--- src/hw/rtl/cwle_pkg.sv ---
// Shared types, constants and strip tables for the cell wireframe line emitter.
`default_nettype none
package cwle_pkg;

    localparam int VertexIndexBits = 32;
    localparam logic [31:0] VtxMask = (VertexIndexBits >= 32) ? 32'hFFFF_FFFF :
        32'((64'd1 << VertexIndexBits) - 64'd1);

    localparam int QueueDepth = 2;

    localparam logic [1:0] ActFixed     = 2'd0;
    localparam logic [1:0] ActPolyFirst = 2'd1;
    localparam logic [1:0] ActPolyNext  = 2'd2;

    localparam logic [2:0] ShapeHex  = 3'd3;
    localparam logic [2:0] ShapePoly = 3'd4;

    localparam logic [2:0] RegShowNormal  = 3'd0;
    localparam logic [2:0] RegShowGhost   = 3'd1;
    localparam logic [2:0] RegShapeEnable = 3'd2;
    localparam logic [2:0] RegFirstCell   = 3'd3;
    localparam logic [2:0] RegLastCell    = 3'd4;

    // bit 3 marks the end of a strip, bits 2:0 pick the corner
    localparam logic [3:0] StripCode [4][16] = '{
        '{4'h0, 4'h1, 4'h3, 4'h8, 4'h1, 4'h2, 4'hB, 4'h2,
          4'h8, 4'h0, 4'h0, 4'h0, 4'h0, 4'h0, 4'h0, 4'h0},
        '{4'h0, 4'h1, 4'h4, 4'h8, 4'h1, 4'h2, 4'hC, 4'h2,
          4'h3, 4'hC, 4'h3, 4'h8, 4'h0, 4'h0, 4'h0, 4'h0},
        '{4'h0, 4'h1, 4'h2, 4'h0, 4'h3, 4'h4, 4'h5, 4'hB,
          4'h1, 4'hC, 4'h2, 4'hD, 4'h0, 4'h0, 4'h0, 4'h0},
        '{4'h0, 4'h1, 4'h2, 4'h3, 4'h0, 4'hC, 4'h5, 4'h6,
          4'h7, 4'h4, 4'h5, 4'h9, 4'h2, 4'hE, 4'h3, 4'hF}
    };
    localparam logic [3:0] StripLast [4] = '{4'd8, 4'd11, 4'd11, 4'd15};

    typedef struct packed {
        logic        show_normal;
        logic        show_ghost;
        logic [4:0]  shape_enable;
        logic [31:0] first_cell;
        logic [31:0] last_cell;
    } t_cfg;

    typedef struct packed {
        logic             is_poly;
        logic [1:0]       shape;
        logic             poly_end;
        logic [7:0][31:0] vtx;
    } t_entry;

endpackage
`default_nettype wire

--- src/hw/rtl/cwle_regs.sv ---
// APB configuration registers.
`default_nettype none
module cwle_regs (
    input  wire logic         i_clk,
    input  wire logic         i_rst_n,
    input  wire logic         psel,
    input  wire logic         penable,
    input  wire logic         pwrite,
    input  wire logic [4:0]   paddr,
    input  wire logic [31:0]  pwdata,
    output logic [31:0]       prdata,
    output logic              pready,
    output cwle_pkg::t_cfg    o_cfg
);
    cwle_pkg::t_cfg r_cfg;
    logic           wr;

    assign pready = 1'b1;
    assign wr     = psel & penable & pwrite;
    assign o_cfg  = r_cfg;

    always_ff @(posedge i_clk) begin
        if (!i_rst_n) begin
            r_cfg.show_normal  <= 1'b1;
            r_cfg.show_ghost   <= 1'b0;
            r_cfg.shape_enable <= 5'h1F;
            r_cfg.first_cell   <= 32'hFFFF_FFFF;
            r_cfg.last_cell    <= 32'hFFFF_FFFF;
        end else if (wr) begin
            case (paddr[4:2])
                cwle_pkg::RegShowNormal:  r_cfg.show_normal  <= pwdata[0];
                cwle_pkg::RegShowGhost:   r_cfg.show_ghost   <= pwdata[0];
                cwle_pkg::RegShapeEnable: r_cfg.shape_enable <= pwdata[4:0];
                cwle_pkg::RegFirstCell:   r_cfg.first_cell   <= pwdata;
                cwle_pkg::RegLastCell:    r_cfg.last_cell    <= pwdata;
                default: ;
            endcase
        end
    end

    always_comb begin
        case (paddr[4:2])
            cwle_pkg::RegShowNormal:  prdata = {31'd0, r_cfg.show_normal};
            cwle_pkg::RegShowGhost:   prdata = {31'd0, r_cfg.show_ghost};
            cwle_pkg::RegShapeEnable: prdata = {27'd0, r_cfg.shape_enable};
            cwle_pkg::RegFirstCell:   prdata = r_cfg.first_cell;
            cwle_pkg::RegLastCell:    prdata = r_cfg.last_cell;
            default:                  prdata = 32'd0;
        endcase
    end
endmodule
`default_nettype wire

--- src/hw/rtl/cwle_front.sv ---
// Front end: filters requests, tracks polyhedron faces, builds queue entries.
`default_nettype none
module cwle_front (
    input  wire logic           i_clk,
    input  wire logic           i_rst_n,
    input  wire cwle_pkg::t_cfg i_cfg,
    input  wire logic           i_accept,
    input  wire logic [1:0]     i_action,
    input  wire logic [30:0]    i_cell_number,
    input  wire logic           i_ghost,
    input  wire logic [2:0]     i_shape,
    input  wire logic [7:0][31:0] i_vtx,
    output logic                o_push,
    output cwle_pkg::t_entry    o_entry
);
    logic        r_face_open;
    logic [31:0] r_face_start;
    logic        n_face_open;
    logic [31:0] n_face_start;
    logic        passes;
    logic        is_fixed;
    logic        is_poly;
    logic        open_eff;
    logic        hit;
    logic [7:0][31:0] vm;

    always_comb begin
        for (int k = 0; k < 8; k++) begin
            vm[k] = i_vtx[k] & cwle_pkg::VtxMask;
        end
    end

    always_comb begin
        passes = (i_ghost ? i_cfg.show_ghost : i_cfg.show_normal)
               && (i_shape <= cwle_pkg::ShapePoly)
               && i_cfg.shape_enable[i_shape[2] ? 3'd4 : {1'b0, i_shape[1:0]}];
        if (!i_cfg.first_cell[31] && ({1'b0, i_cell_number} < i_cfg.first_cell)) begin
            passes = 1'b0;
        end
        if (!i_cfg.last_cell[31] && ({1'b0, i_cell_number} > i_cfg.last_cell)) begin
            passes = 1'b0;
        end
    end

    assign is_fixed = passes && (i_action == cwle_pkg::ActFixed)
                    && (i_shape <= cwle_pkg::ShapeHex);
    assign is_poly  = passes && (i_shape == cwle_pkg::ShapePoly)
                    && ((i_action == cwle_pkg::ActPolyFirst)
                        || (i_action == cwle_pkg::ActPolyNext));
    assign open_eff = (i_action == cwle_pkg::ActPolyFirst) ? 1'b0 : r_face_open;
    assign hit      = open_eff && (vm[0] == r_face_start);

    always_comb begin
        n_face_open  = r_face_open;
        n_face_start = r_face_start;
        if (i_accept && is_poly) begin
            if (hit) begin
                n_face_open = 1'b0;
            end else if (!open_eff) begin
                n_face_open  = 1'b1;
                n_face_start = vm[0];
            end
        end
    end

    always_ff @(posedge i_clk) begin
        if (!i_rst_n) begin
            r_face_open  <= 1'b0;
            r_face_start <= 32'd0;
        end else begin
            r_face_open  <= n_face_open;
            r_face_start <= n_face_start;
        end
    end

    assign o_push           = i_accept && (is_fixed || is_poly);
    assign o_entry.is_poly  = is_poly;
    assign o_entry.shape    = i_shape[1:0];
    assign o_entry.poly_end = hit;
    assign o_entry.vtx      = vm;
endmodule
`default_nettype wire

--- src/hw/rtl/cwle_queue.sv ---
// Short queue between front and back ends.
`default_nettype none
module cwle_queue (
    input  wire logic             i_clk,
    input  wire logic             i_rst_n,
    input  wire logic             i_push,
    input  wire cwle_pkg::t_entry i_entry,
    input  wire logic             i_pop,
    output logic                  o_full,
    output logic                  o_empty,
    output cwle_pkg::t_entry      o_head
);
    localparam int Depth = cwle_pkg::QueueDepth;
    localparam int PtrW  = (Depth > 1) ? $clog2(Depth) : 1;
    localparam int CntW  = $clog2(Depth + 1);

    cwle_pkg::t_entry r_mem [Depth];
    logic [PtrW-1:0]  r_wr;
    logic [PtrW-1:0]  r_rd;
    logic [CntW-1:0]  r_cnt;

    assign o_full  = (r_cnt == CntW'(Depth));
    assign o_empty = (r_cnt == '0);
    assign o_head  = r_mem[r_rd];

    always_ff @(posedge i_clk) begin
        if (i_push) begin
            r_mem[r_wr] <= i_entry;
        end
    end

    always_ff @(posedge i_clk) begin
        if (!i_rst_n) begin
            r_wr  <= '0;
            r_rd  <= '0;
            r_cnt <= '0;
        end else begin
            if (i_push) begin
                r_wr <= (r_wr == PtrW'(Depth - 1)) ? '0 : r_wr + 1'b1;
            end
            if (i_pop) begin
                r_rd <= (r_rd == PtrW'(Depth - 1)) ? '0 : r_rd + 1'b1;
            end
            r_cnt <= r_cnt + CntW'(i_push) - CntW'(i_pop);
        end
    end
endmodule
`default_nettype wire

--- src/hw/rtl/cwle_back.sv ---
// Back end: walks strip tables and drives the result register.
`default_nettype none
module cwle_back (
    input  wire logic             i_clk,
    input  wire logic             i_rst_n,
    input  wire logic             i_empty,
    input  wire cwle_pkg::t_entry i_head,
    output logic                  o_pop,
    output logic                  o_valid,
    input  wire logic             i_ready,
    output logic [31:0]           o_corner,
    output logic                  o_line_end,
    output logic                  o_last
);
    logic             r_busy;
    logic [3:0]       r_idx;
    cwle_pkg::t_entry r_cur;
    logic             r_out_valid;
    logic [31:0]      r_corner;
    logic             r_line_end;
    logic             r_last;

    cwle_pkg::t_entry src;
    logic             src_valid;
    logic [3:0]       idx;
    logic [3:0]       code;
    logic             src_last;
    logic             fire;

    assign src       = r_busy ? r_cur : i_head;
    assign src_valid = r_busy | ~i_empty;
    assign idx       = r_busy ? r_idx : 4'd0;
    assign code      = cwle_pkg::StripCode[src.shape][idx];
    assign src_last  = src.is_poly | (idx == cwle_pkg::StripLast[src.shape]);
    assign fire      = src_valid & (~r_out_valid | i_ready);
    assign o_pop     = fire & ~r_busy;

    always_ff @(posedge i_clk) begin
        if (!i_rst_n) begin
            r_busy      <= 1'b0;
            r_idx       <= 4'd0;
            r_out_valid <= 1'b0;
        end else begin
            if (fire) begin
                r_out_valid <= 1'b1;
                r_busy      <= ~src_last;
                r_idx       <= idx + 4'd1;
            end else if (i_ready) begin
                r_out_valid <= 1'b0;
            end
        end
    end

    always_ff @(posedge i_clk) begin
        if (fire) begin
            r_corner   <= src.is_poly ? src.vtx[0] : src.vtx[code[2:0]];
            r_line_end <= src.is_poly ? src.poly_end : code[3];
            r_last     <= src_last;
            if (!r_busy) begin
                r_cur <= i_head;
            end
        end
    end

    assign o_valid    = r_out_valid;
    assign o_corner   = r_corner;
    assign o_line_end = r_line_end;
    assign o_last     = r_last;

    a_busy_idx: assert property (@(posedge i_clk) disable iff (!i_rst_n)
        r_busy |-> (r_idx != 4'd0)) else $error("busy with zero index");
    a_busy_fixed: assert property (@(posedge i_clk) disable iff (!i_rst_n)
        r_busy |-> !r_cur.is_poly) else $error("polyhedron entry held busy");
    a_last_frees: assert property (@(posedge i_clk) disable iff (!i_rst_n)
        (fire && src_last) |=> (!r_busy && r_last && r_out_valid))
        else $error("last result did not release entry");
endmodule
`default_nettype wire

--- src/hw/rtl/cell_wireframe_line_emitter.sv ---
// Top level of the cell wireframe line emitter.
//  channel   | handshake          | payload
//  request   | i_valid / o_ready  | action, cell_number, ghost, shape, vertex_0..7
//  result    | o_valid / i_ready  | corner, line_end, last
//  config    | APB psel/penable   | five registers at 4*i
// A tet gives 9 results, pyramid and prism 12, hex 16, a polyhedron corner 1,
// one per cycle from the back end's strip walker while i_ready is high; that sets the cell rate.
// Requests enter each cycle while the two-entry queue has room; filtered ones vanish.
// Reset is synchronous and active low; it closes any open face and empties the queue.
// Result stalls back up through the queue to o_ready.
`default_nettype none
module cell_wireframe_line_emitter (
    input  wire logic        i_clk,
    input  wire logic        i_rst_n,
    input  wire logic        i_valid,
    output logic             o_ready,
    input  wire logic [1:0]  i_action,
    input  wire logic [30:0] i_cell_number,
    input  wire logic        i_ghost,
    input  wire logic [2:0]  i_shape,
    input  wire logic [31:0] i_vertex_0,
    input  wire logic [31:0] i_vertex_1,
    input  wire logic [31:0] i_vertex_2,
    input  wire logic [31:0] i_vertex_3,
    input  wire logic [31:0] i_vertex_4,
    input  wire logic [31:0] i_vertex_5,
    input  wire logic [31:0] i_vertex_6,
    input  wire logic [31:0] i_vertex_7,
    output logic             o_valid,
    input  wire logic        i_ready,
    output logic [31:0]      o_corner,
    output logic             o_line_end,
    output logic             o_last,
    input  wire logic        psel,
    input  wire logic        penable,
    input  wire logic        pwrite,
    input  wire logic [4:0]  paddr,
    input  wire logic [31:0] pwdata,
    output logic [31:0]      prdata,
    output logic             pready
);
    cwle_pkg::t_cfg   cfg;
    cwle_pkg::t_entry entry;
    cwle_pkg::t_entry head;
    logic             push;
    logic             pop;
    logic             full;
    logic             empty;
    logic [7:0][31:0] vtx;

    assign vtx = {i_vertex_7, i_vertex_6, i_vertex_5, i_vertex_4,
                  i_vertex_3, i_vertex_2, i_vertex_1, i_vertex_0};
    assign o_ready = ~full;

    cwle_regs u_regs (
        .i_clk   (i_clk),
        .i_rst_n (i_rst_n),
        .psel    (psel),
        .penable (penable),
        .pwrite  (pwrite),
        .paddr   (paddr),
        .pwdata  (pwdata),
        .prdata  (prdata),
        .pready  (pready),
        .o_cfg   (cfg)
    );

    cwle_front u_front (
        .i_clk         (i_clk),
        .i_rst_n       (i_rst_n),
        .i_cfg         (cfg),
        .i_accept      (i_valid & ~full),
        .i_action      (i_action),
        .i_cell_number (i_cell_number),
        .i_ghost       (i_ghost),
        .i_shape       (i_shape),
        .i_vtx         (vtx),
        .o_push        (push),
        .o_entry       (entry)
    );

    cwle_queue u_queue (
        .i_clk   (i_clk),
        .i_rst_n (i_rst_n),
        .i_push  (push),
        .i_entry (entry),
        .i_pop   (pop),
        .o_full  (full),
        .o_empty (empty),
        .o_head  (head)
    );

    cwle_back u_back (
        .i_clk      (i_clk),
        .i_rst_n    (i_rst_n),
        .i_empty    (empty),
        .i_head     (head),
        .o_pop      (pop),
        .o_valid    (o_valid),
        .i_ready    (i_ready),
        .o_corner   (o_corner),
        .o_line_end (o_line_end),
        .o_last     (o_last)
    );
endmodule
`default_nettype wire
--- config.mk ---
export PLATFORM = sky130hd
export DESIGN_NAME = cell_wireframe_line_emitter
export DESIGN_NICKNAME = d
export VERILOG_FILES = /design/src/hw/rtl/cwle_pkg.sv /design/src/hw/rtl/cwle_regs.sv /design/src/hw/rtl/cwle_front.sv /design/src/hw/rtl/cwle_queue.sv /design/src/hw/rtl/cwle_back.sv /design/src/hw/rtl/cell_wireframe_line_emitter.sv
export SDC_FILE = /design/constraint.sdc
export NUM_CORES = 1
export LEC_CHECK = 0
export BUFFER_PORTS_ARGS = -buffer_cell sky130_fd_sc_hd__buf_2
export CAP_MARGIN = 40
export CORE_UTILIZATION = 60
export DETAILED_ROUTE_END_ITERATION = 12
export GPL_ROUTABILITY_DRIVEN = 0
export PLACE_DENSITY = 0.83
export SLEW_MARGIN = 20
export SYNTH_ARGS = -nofsm -noshare
export SYNTH_HDL_FRONTEND = slang
export SYNTH_SLANG_ARGS = --single-unit
--- constraint.sdc ---
create_clock -name i_clk -period 31.2 [get_ports i_clk]
set_clock_uncertainty 0.15 [all_clocks]
set_input_delay 3.12 -clock i_clk [delete_from_list [all_inputs] [get_ports i_clk]]
set_output_delay 3.12 -clock i_clk [all_outputs]
set_load 0.01 [all_outputs]
==> results.toml <==
[status]
status = "finished, final reports clean"

[clocking]
cts_num_sinks = 929
cts_made_buffers = 93
cts_hold_buf = 0
clk_latency_ps = 660
cts_tree = "yes"
clk_pin_slew_ps = 60
ctsResizeCount = 0
ctsHtreeMaxLevel = 3
post_cts_buffers = 0
clk_path_buf_depth = 3
cts_root_buffer = "clkbuf_16"

[worst_setup_path]
cp.arrival_ps = 4950
critPathLaunchType = "input pin"
criticalPathCategory = "input pin to output pin"
r2r_cells = 15
crit_path_max_fanout = 16
critical_path_required_ps = 27930
end_kind = "output pin"

[cells_and_area]
fill_cells = 4401
area_delta_synth_final_pct = 14.9
post-route-util = 0.701
nets = 3825
drive_gt1_frac = 0.215
final_cells = 4365
regArea_mm2 = 0.0268
multi_input_area_mm2 = 0.0123
final_area_mm2 = 0.0464

[global_routing]
use_met3 = 0.0556
met2_usage = 0.467
grt_pass1_wl_mm = 147
grt_antenna_before_repair = 27
grt_pass1_vias = 25900
grt_max_degree = 269
globalRouteTotalUtil = 0.283
grt-ovfl-total = 0
grt_util_met1 = 0.368
grt.busiest_layer = "met2"

[die]
coreArea_mm2 = 0.0662
die-area_mm2 = 0.0684
io_pins = 406
dieWidth_um = 262
initial_core_util = 0.610
fp.dieH_um = 262
rows = 94

[sta]
fmax_mhz = 122
hold_viol_final = 0
relSlewSlack = 0.245
tightest_slew_ps = 1130
maxSlewViolCount = 0
setup_tns_ps = 0
rsz0062_at_grt = "false"
min_period_ps = 8220
fin_crit_sh = 0.264
fin_hold_ws_ps = 322
setup_viol = 0

[place]
placed_cells = 4177
io_buffers = 402
hpwlAfterDp_mm = 63.1
dpl_cell_area_mm2 = 0.0433

[logic_synthesis]
syn_area_mm2 = 0.0404
synth_top_area_cell = "edfxtp_1"
ys_ff_latch = 929
synth_ff_type = "edfxtp_1"
syn_avg_cell_area_um2 = 13.2
yosysTopAreaCellShare = 0.605
synthArstFlopShare = 0
synth_most_common_cell = "edfxtp_1"
ys_seq_area_frac = 0.662
synthTopCellsByCount = "edfxtp_1, nand2_1, mux2i_1"
synth_edf_count = 814
synthesis.nets = 3477
postSynthCellCount = 3065
synth_area_leaders = "edfxtp_1, dfxtp_1, mux2i_1, mux2_2, nand2_1"
ys_types = 66
synth_warnings = 0

[worst_hold_path]
hold-path-cell-count = 2
min-delay-path-class = "register to register"

[power_and_ir_drop]
powerDensity_mw_per_mm2 = 78.1
ir_drop_mv = 0.105
leakagePower_uw = 0.0169

[route]
viasPerCell = 6.07
routed_wl_mm = 98.3
ant_nets = 0
wl_per_cell_um = 22.5
drc = 0
vias = 26500
dr.pass1.iters = 6
drtIter0Drc = 3042

[flow_run]
max-cap-violations = 0
-- final timing paths --
path	start	to	slack, ps
hold reg to reg	u_front.r_face_start[8]	u_front.r_face_start[8]	320
hold / removal	u_front.r_face_start[8]	u_front.r_face_start[8]	320
setup / recovery	paddr[2]	prdata[29]	22980
setup reg to reg	register	u_back.o_corner[25]	25420
-- routing by layer --
metal | part of all wire | routed length, um
met2 | 0.49 | 48300
met4 | 0.039 | 3790
met1 | 0.39 | 38200
met5 | 0.0016 | 160
met3 | 0.079 | 7780
-- cell type report --
type / count / area share
diodes: 15 / 0.000808
clock buffers: 119 / 0.0538
clock inverters: 49 / 0.0103
inverters: 180 / 0.0148
multi-input cells: 1760 / 0.264
flip-flops and latches: 929 / 0.576
well taps: 864 / 0.0233
repair buffers: 449 / 0.0570
-- power breakdown --
group | switching [uW] | leakage, uW | total [uW] | internal [uW]
sequential | 111 | 0.00843 | 1780 | 1670
clock | 463 | 0.00143 | 1090 | 624
combinational | 505 | 0.00701 | 760 | 255
total | 1080 | 0.0169 | 3630 | 2550
-- registers in the layout (all words and copies together), names as in the netlist, 2 cells and up, named ones only --
signal and flops:
u_queue.r_mem 520, u_back.r_cur 260, u_regs.o_cfg 71, u_back.o_corner 32, u_front.r_face_start 32, u_back.r_idx 4
u_queue.r_cnt 2
-- per-stage QoR --
stage          worst slack, ps  total power (uW)
2_1_floorplan            14470              2340
3_3_place_gp             22640              2500
3_5_place_dp             23010              2550
4_1_cts                  23000              3630
5_1_grt                  22910              3770
6_report                 22980              3630
-- placed cells by master (no fill, tap or decap), types with 15 or more instances in the layout --
cell type / netlist / routed
a21oi_1: 129 / 129
ha_1: 75 / 75
a22oi_1: 67 / 67
inv_1: 179 / 177
buf_4: 6 / 30
a22o_1: 27 / 27
nor4_1: 21 / 21
nor2b_1: 39 / 39
a221oi_1: 34 / 34
clkinv_1: 1 / 20
mux2_2: 129 / 129
nor4_2: 20 / 20
o21ai_0: 176 / 176
o211ai_1: 127 / 127
nand4_1: 17 / 17
clkbuf_1: 138 / 22
xnor2_1: 31 / 31
nor2_1: 154 / 151
diode_2: 0 / 15
a211oi_1: 36 / 36
buf_2: 32 / 403
clkbuf_16: 0 / 96
nand2_1: 333 / 333
edfxtp_1: 814 / 814
o2bb2ai_1: 32 / 32
mux2i_1: 211 / 211
dfxtp_1: 115 / 113
-- critical path: stages --
cell and delay (ps):
buf_2 170, clkinv_1 170, nand2_1 130, nor2_2 590
buf_4 380, a22o_1 210, buf_2 160
-- cells by family after synthesis --
| family | count (synthesis) | share of synthesized area |
|---|---|---|
| mux | 341 | 0.0888 |
| fa+ha+maj | 75 | 0.0232 |
| compound gates | 670 | 0.110 |
| other cells | 1 | 0.0000928 |
| xor+xnor | 36 | 0.00780 |
| buf+inv | 376 | 0.0370 |
| simple gates | 637 | 0.0716 |
| flops | 929 | 0.662 |
Note: power is estimated with default switching activity, not from simulation.
